## config.mk

```make
export PLATFORM = sky130hd
export DESIGN_NAME = pmso_cross
export DESIGN_NICKNAME = d
export VERILOG_FILES = /design/src/sv/pmso_pkg.sv /design/src/sv/pmso_cross.sv
export SDC_FILE = /design/constraint.sdc
export NUM_CORES = 1
export LEC_CHECK = 0
export BUFFER_PORTS_ARGS = -buffer_cell sky130_fd_sc_hd__buf_2
export CAP_MARGIN = 25
export CORE_MARGIN = 2
export CORE_UTILIZATION = 57
export CTS_BUF_LIST = sky130_fd_sc_hd__clkbuf_8
export CTS_CLUSTER_DIAMETER = 60
export DETAILED_ROUTE_END_ITERATION = 8
export PLACE_DENSITY = 0.86
export SLEW_MARGIN = 25
export SYNTH_ARGS = -nofsm -noshare
export SYNTH_HDL_FRONTEND = slang
export SYNTH_SLANG_ARGS = --single-unit
```

## constraint.sdc

```tcl
create_clock -name clk_i -period 13.38 [get_ports clk_i]
set_clock_uncertainty 0.05 [all_clocks]
set_input_delay 2.676 -clock clk_i [delete_from_list [all_inputs] [get_ports clk_i]]
set_output_delay 2.676 -clock clk_i [all_outputs]
set_load 0.05 [all_outputs]
```

## src/sv/pmso_pkg.sv

```systemverilog
// Shared types, widths and constants for the polygon metrics block.
// No dependencies; the cross unit, the square root unit, the top block and the testbench import this package.
`timescale 1ns / 1ps

package pmso_pkg;

  // Coordinate and result widths
  localparam int unsigned COORD_BITS     = 16;
  localparam int unsigned MAX_VERTICES   = 65536;
  localparam int unsigned MIN_POINTS     = 3;
  localparam int unsigned TERM_BITS      = 2 * COORD_BITS + 1;
  localparam int unsigned SQ_BITS        = 2 * COORD_BITS + 1;
  localparam int unsigned ROOT_BITS      = COORD_BITS + 1;
  localparam int unsigned RAD_BITS       = 2 * ROOT_BITS;
  localparam int unsigned CROSS_BITS     = 50;
  localparam int unsigned AREA_BITS      = 48;
  localparam int unsigned PERIM_BITS     = 40;
  localparam int unsigned COUNT_OUT_BITS = 17;
  localparam int unsigned CFG_INDEX_BITS = 3;
  localparam int unsigned CFG_DATA_BITS  = 48;

  // Saturation limits
  localparam logic signed [CROSS_BITS-1:0] CROSS_LIMIT = {1'b0, {(CROSS_BITS - 1){1'b1}}};
  localparam logic [AREA_BITS-1:0]         AREA_MAX      = '1;
  localparam logic [PERIM_BITS-1:0]        PERIM_MAX     = '1;
  localparam logic [COUNT_OUT_BITS-1:0]    COUNT_OUT_MAX = '1;

  // Configuration register indexes
  typedef enum logic [CFG_INDEX_BITS-1:0] {
    REG_FILTER_ENABLED   = 3'd0,
    REG_MIN_DOUBLED_AREA = 3'd1,
    REG_MIN_WIDTH        = 3'd2,
    REG_MIN_HEIGHT       = 3'd3,
    REG_MIN_PERIMETER    = 3'd4
  } pmso_reg_e;

  // Sequencer states
  typedef enum logic [2:0] {
    ST_IDLE,
    ST_DIFF,
    ST_SQUARE,
    ST_ROOT,
    ST_ACC,
    ST_AREA,
    ST_EMIT
  } pmso_state_e;

  // Channel payloads
  typedef struct packed {
    logic signed [COORD_BITS-1:0] x;
    logic signed [COORD_BITS-1:0] y;
    logic                         last;
  } pmso_in_t;

  typedef struct packed {
    logic signed [COORD_BITS-1:0] min_x;
    logic signed [COORD_BITS-1:0] max_x;
    logic signed [COORD_BITS-1:0] min_y;
    logic signed [COORD_BITS-1:0] max_y;
    logic [COORD_BITS-1:0]        box_width;
    logic [COORD_BITS-1:0]        box_height;
    logic [AREA_BITS-1:0]         doubled_area;
    logic [PERIM_BITS-1:0]        perimeter;
    logic [COUNT_OUT_BITS-1:0]    point_count;
    logic                         too_small;
  } pmso_out_t;

  typedef struct packed {
    logic [CFG_INDEX_BITS-1:0] index;
    logic [CFG_DATA_BITS-1:0]  value;
  } pmso_cfg_t;

  // Control of a serial unit: load operands, then advance one digit per step
  typedef struct packed {
    logic load;
    logic step;
  } pmso_ser_ctrl_t;

  // Magnitude of b - a for two signed coordinates
  function automatic logic [COORD_BITS-1:0] abs_diff(
    input logic signed [COORD_BITS-1:0] a,
    input logic signed [COORD_BITS-1:0] b
  );
    logic [COORD_BITS:0] d;
    logic [COORD_BITS:0] n;
    d = {b[COORD_BITS-1], b} - {a[COORD_BITS-1], a};
    n = -d;
    return d[COORD_BITS] ? n[COORD_BITS-1:0] : d[COORD_BITS-1:0];
  endfunction

endpackage

```

## src/sv/pmso_cross.sv

```systemverilog
// Bit-serial shoelace term ax*by - bx*ay, one multiplier bit per step.
// Depends on pmso_pkg.
`timescale 1ns / 1ps

module pmso_cross (
  input  logic                                   clk_i,
  input  logic                                   rst_ni,
  input  pmso_pkg::pmso_ser_ctrl_t               ctrl_i,
  input  logic signed [pmso_pkg::COORD_BITS-1:0] ax_i,
  input  logic signed [pmso_pkg::COORD_BITS-1:0] ay_i,
  input  logic signed [pmso_pkg::COORD_BITS-1:0] bx_i,
  input  logic signed [pmso_pkg::COORD_BITS-1:0] by_i,
  output logic signed [pmso_pkg::TERM_BITS-1:0]  term_o
);
  import pmso_pkg::*;

  localparam int unsigned CntBits = $clog2(COORD_BITS + 1);
  localparam logic [CntBits-1:0] CntDone = CntBits'(COORD_BITS);
  localparam logic [CntBits-1:0] CntSign = CntBits'(COORD_BITS - 1);
  localparam logic signed [TERM_BITS-1:0] TermZero = '0;

  logic [CntBits-1:0]          cnt_q;
  logic signed [TERM_BITS-1:0] mcand_a_q, mcand_b_q, acc_q;
  logic [COORD_BITS-1:0]       mplr_a_q, mplr_b_q;
  logic signed [TERM_BITS-1:0] part, acc_d;
  logic                        active;

  assign active = ctrl_i.step && (cnt_q != CntDone);

  // Partial product of this bit; the sign bit of the multiplier weighs negative
  always_comb begin
    part  = (mplr_a_q[0] ? mcand_a_q : TermZero) - (mplr_b_q[0] ? mcand_b_q : TermZero);
    acc_d = (cnt_q == CntSign) ? acc_q - part : acc_q + part;
  end

  // Count bits taken
  always_ff @(posedge clk_i or negedge rst_ni) begin
    if (!rst_ni) begin
      cnt_q <= '0;
    end else if (ctrl_i.load) begin
      cnt_q <= '0;
    end else if (active) begin
      cnt_q <= cnt_q + 1'b1;
    end
  end

  // Shift multiplicands up and multipliers down, accumulate
  always_ff @(posedge clk_i) begin
    if (ctrl_i.load) begin
      mcand_a_q <= TERM_BITS'(ax_i);
      mcand_b_q <= TERM_BITS'(bx_i);
      mplr_a_q  <= by_i;
      mplr_b_q  <= ay_i;
      acc_q     <= TermZero;
    end else if (active) begin
      mcand_a_q <= mcand_a_q <<< 1;
      mcand_b_q <= mcand_b_q <<< 1;
      mplr_a_q  <= mplr_a_q >> 1;
      mplr_b_q  <= mplr_b_q >> 1;
      acc_q     <= acc_d;
    end
  end

  assign term_o = acc_q;

  a_cnt_bound: assert property (@(posedge clk_i) disable iff (!rst_ni)
    cnt_q <= CntDone)
    else $error("cross unit bit counter ran past the multiplier width");

endmodule

```

==> reports/qor.csv <==
metric;value;unit
rsz0062_at_grt;false;
insertion_delay;0.48;ns
cts_hold_buf;0;
core_area;0.0172;mm²
die_x;136;µm
cts-buffers-inserted;17;
power.density;202;mW/mm²
cts_buffer_depth;2;
critPathCaptureType;flip-flop;
p_int;1200;µW
crit_type;reg -> reg;
fin_crit;6.85;ns
netlist.area_leader.share;29.6;%
nNetsFinal;1298;
crit_fanout;33;
ir_worst_vdd;0.136;mV
final_area;0.0110;mm²
outcome;completed;
arrival;7.17;ns
drtIter0Drc;450;
wl;21000;µm
cap_violations;0;
ios;101;
synth_cell_types;67;
place.gp.congestion;0.896;
synth_ff_type;edfxtp_1;
synthArstFlopShare;3.68;%
start_kind;flip-flop;
p_total;2210;µW
finalHoldViolCount;0;
switchingPower;1010;µW
cts.htree.levels;4;
area_growth;10.3;%
overflow;0;
yosys.area.top_type;edfxtp_1;
p_sw_share;45.8;%
synth_nets;1220;
layout-drive-gt1-share;18.2;%
post_cts.repair.setup_buffers;0;
ys_seq_area_share;37.5;%
layout_commonest_cell;nand2_1;
hpwl;15400;µm
synth.avg_cell_area;9.19;µm²
cts-root-buf;clkbuf_8;
synth_edf_count;98;
wl_per_cell;15.1;µm
syn-instance-count;1082;
grt_start_max_net_pins;93;
fp-row-count;48;
place_area;0.0106;mm²
vias_per_cell;5.82;
numPortBuffers;100;
die_h;136;µm
layout.cells.most_common_list;119 x nand2_1, 103 x a21oi_1, 99 x buf_2, 98 x edfxtp_1, 68 x ha_1;
p_leak;0.00476;µW
worst_pin_slew;0.968;ns
start_util;57.9;%
antenna_cells;0;
power_frac_comb;58.0;%
track_usage;23.3;%
worstHoldPathType;reg -> reg;
clock-sinks;136;
drtPass1Iterations;5;
grt_antenna_before_repair;0;
synth_seq_cells;136;
setup_viol;0;
drcViolationCount;0;
cts_tree;done;
drv_slew;0;
first_global_vias;7573;
crit_required;13.70;ns
clk_pin_slew;0.09;ns
whs;0.427;ns
final_antenna_net_count;0;
power.share.clock;15.2;%
worst_slack;6.53;ns
grt_first_pass_wirelength;35100;µm
fmax;0.146;GHz
finalCritPeriodShare;51.2;%
synthesis.area;0.00995;mm²
via_count;8125;
yosysWarnings;0;
seqPwrFrac;26.8;%
fin_setup_tns;0;ns
cts_resized;0;
pre_cts_ws;6.62;ns
synth.area.top_cells;edfxtp_1 30%, ha_1 8.6%, mux2_2 6.8%, dfxtp_1 6.6%, a21oi_1 5.2%;
relSlewSlack;35.5;%
die_area;0.0185;mm²
worst paths after layout:
check,depth (start not counted),start,end,slack [ns]
setup / recovery,24,mplr_a_q[0]$_DFFE_PP_,term_o[32]$_SDFFE_PP0P_,6.53
hold / removal,2,term_o[6]$_SDFFE_PP0P_,term_o[6]$_SDFFE_PP0P_,0.43
setup reg to reg,24,mplr_a_q[0]$_DFFE_PP_,term_o[32]$_SDFFE_PP0P_,6.53
min in group asynchronous,1,rst_ni,cnt_q[2]$_DFFE_PN0P_,1.95
max in group asynchronous,1,rst_ni,cnt_q[4]$_DFFE_PN0P_,11.19
hold reg to reg,2,term_o[6]$_SDFFE_PP0P_,term_o[6]$_SDFFE_PP0P_,0.43
through the flow:
step                instances  util (%)
floorplan                1082         -
global placement         1366      61.7
detailed placement       1366      61.7
CTS                      1397      63.9
global route             1397      63.9
finish                   1397      63.9
critical path, stage by stage (launching register included):
cell and delay [ns]:
edfxtp_1 0.71, nand2_1 0.18, ha_1 0.18, inv_1 0.05, fa_1 0.42, a211oi_2 0.39
o21ai_1 0.14, a311oi_2 0.35, or4b_4 0.52, nor4b_1 0.37, nor2_1 0.09, xor2_1 0.15
ha_1 0.35, and3_1 0.18, nand2_1 0.06, a21oi_1 0.05, o41ai_1 0.69, o31ai_1 0.23
a211oi_1 0.40, a211oi_1 0.20, o21ai_0 0.22, a21oi_1 0.11, nand2b_1 0.15, mux2i_1 0.17
mux2_1 0.33
registers in the layout, summed over array words and instances (netlist names):
signal     cells
cnt_q          5
mcand_a_q     33
mcand_b_q     33
mplr_a_q      16
mplr_b_q      16
term_o        33
cells in the mapped netlist (all sizes together), types with 4 or more instances:
library cell / number
nor2: 61
ha: 68
a31oi: 13
nor3: 15
o21bai: 5
nand2: 119
and3: 12
nand3: 11
inv: 62
o21a: 7
dfxtp: 33
o211ai: 8
a21o: 33
dfrtp: 5
o31ai: 4
a21oi: 104
or3: 6
nor4: 4
mux2: 61
nor2b: 8
o21ai: 70
edfxtp: 98
xor2: 31
a221oi: 5
a2111oi: 4
a211o: 5
xnor2: 50
nand4: 14
a211oi: 14
nand2b: 11
and2: 46
nor3b: 5
and4: 8
buf: 4
clkbuf: 43
power by group through the flow:
stage / clock network (µW) / logic, µW / registers, µW
floorplan: 0 / 905 / 725
global placement: 0 / 1230 / 598
detailed placement: 0 / 1260 / 603
CTS: 342 / 1270 / 594
global route: 357 / 1420 / 604
finish: 337 / 1280 / 594
area by class of cell:
class | instances | area [µm²]
fillers | 1412 | 6200
multi-input cells | 837 | 5810
flip-flops and latches | 136 | 3730
repair buffers | 106 | 548
well taps | 225 | 282
clock buffers | 17 | 234
inverters | 62 | 233
clock inverters | 14 | 140
metal layers:
metal	part of all wire, %	GRT usage [%]	wire length (µm)
met1	47	31.4	9980
met2	46	37.6	9590
met3	5.6	5.56	1170
met4	1.4	6.31	300
met5	0	0	0
logic make-up (layout without fill, tap and decap cells):
family,Yosys count,in the layout,share of synthesized area [%]
adders and majority gates,70,70,8.96
buffers and inverters,109,199,4.19
and+or+nand+nor,331,331,16.9
AOI/OAI and AO/OA,292,292,18.2
DFF,136,136,37.5
xor gates and xnor gates,81,81,7.13
muxes,63,63,7.11
Power figures use the tool's default switching activity.
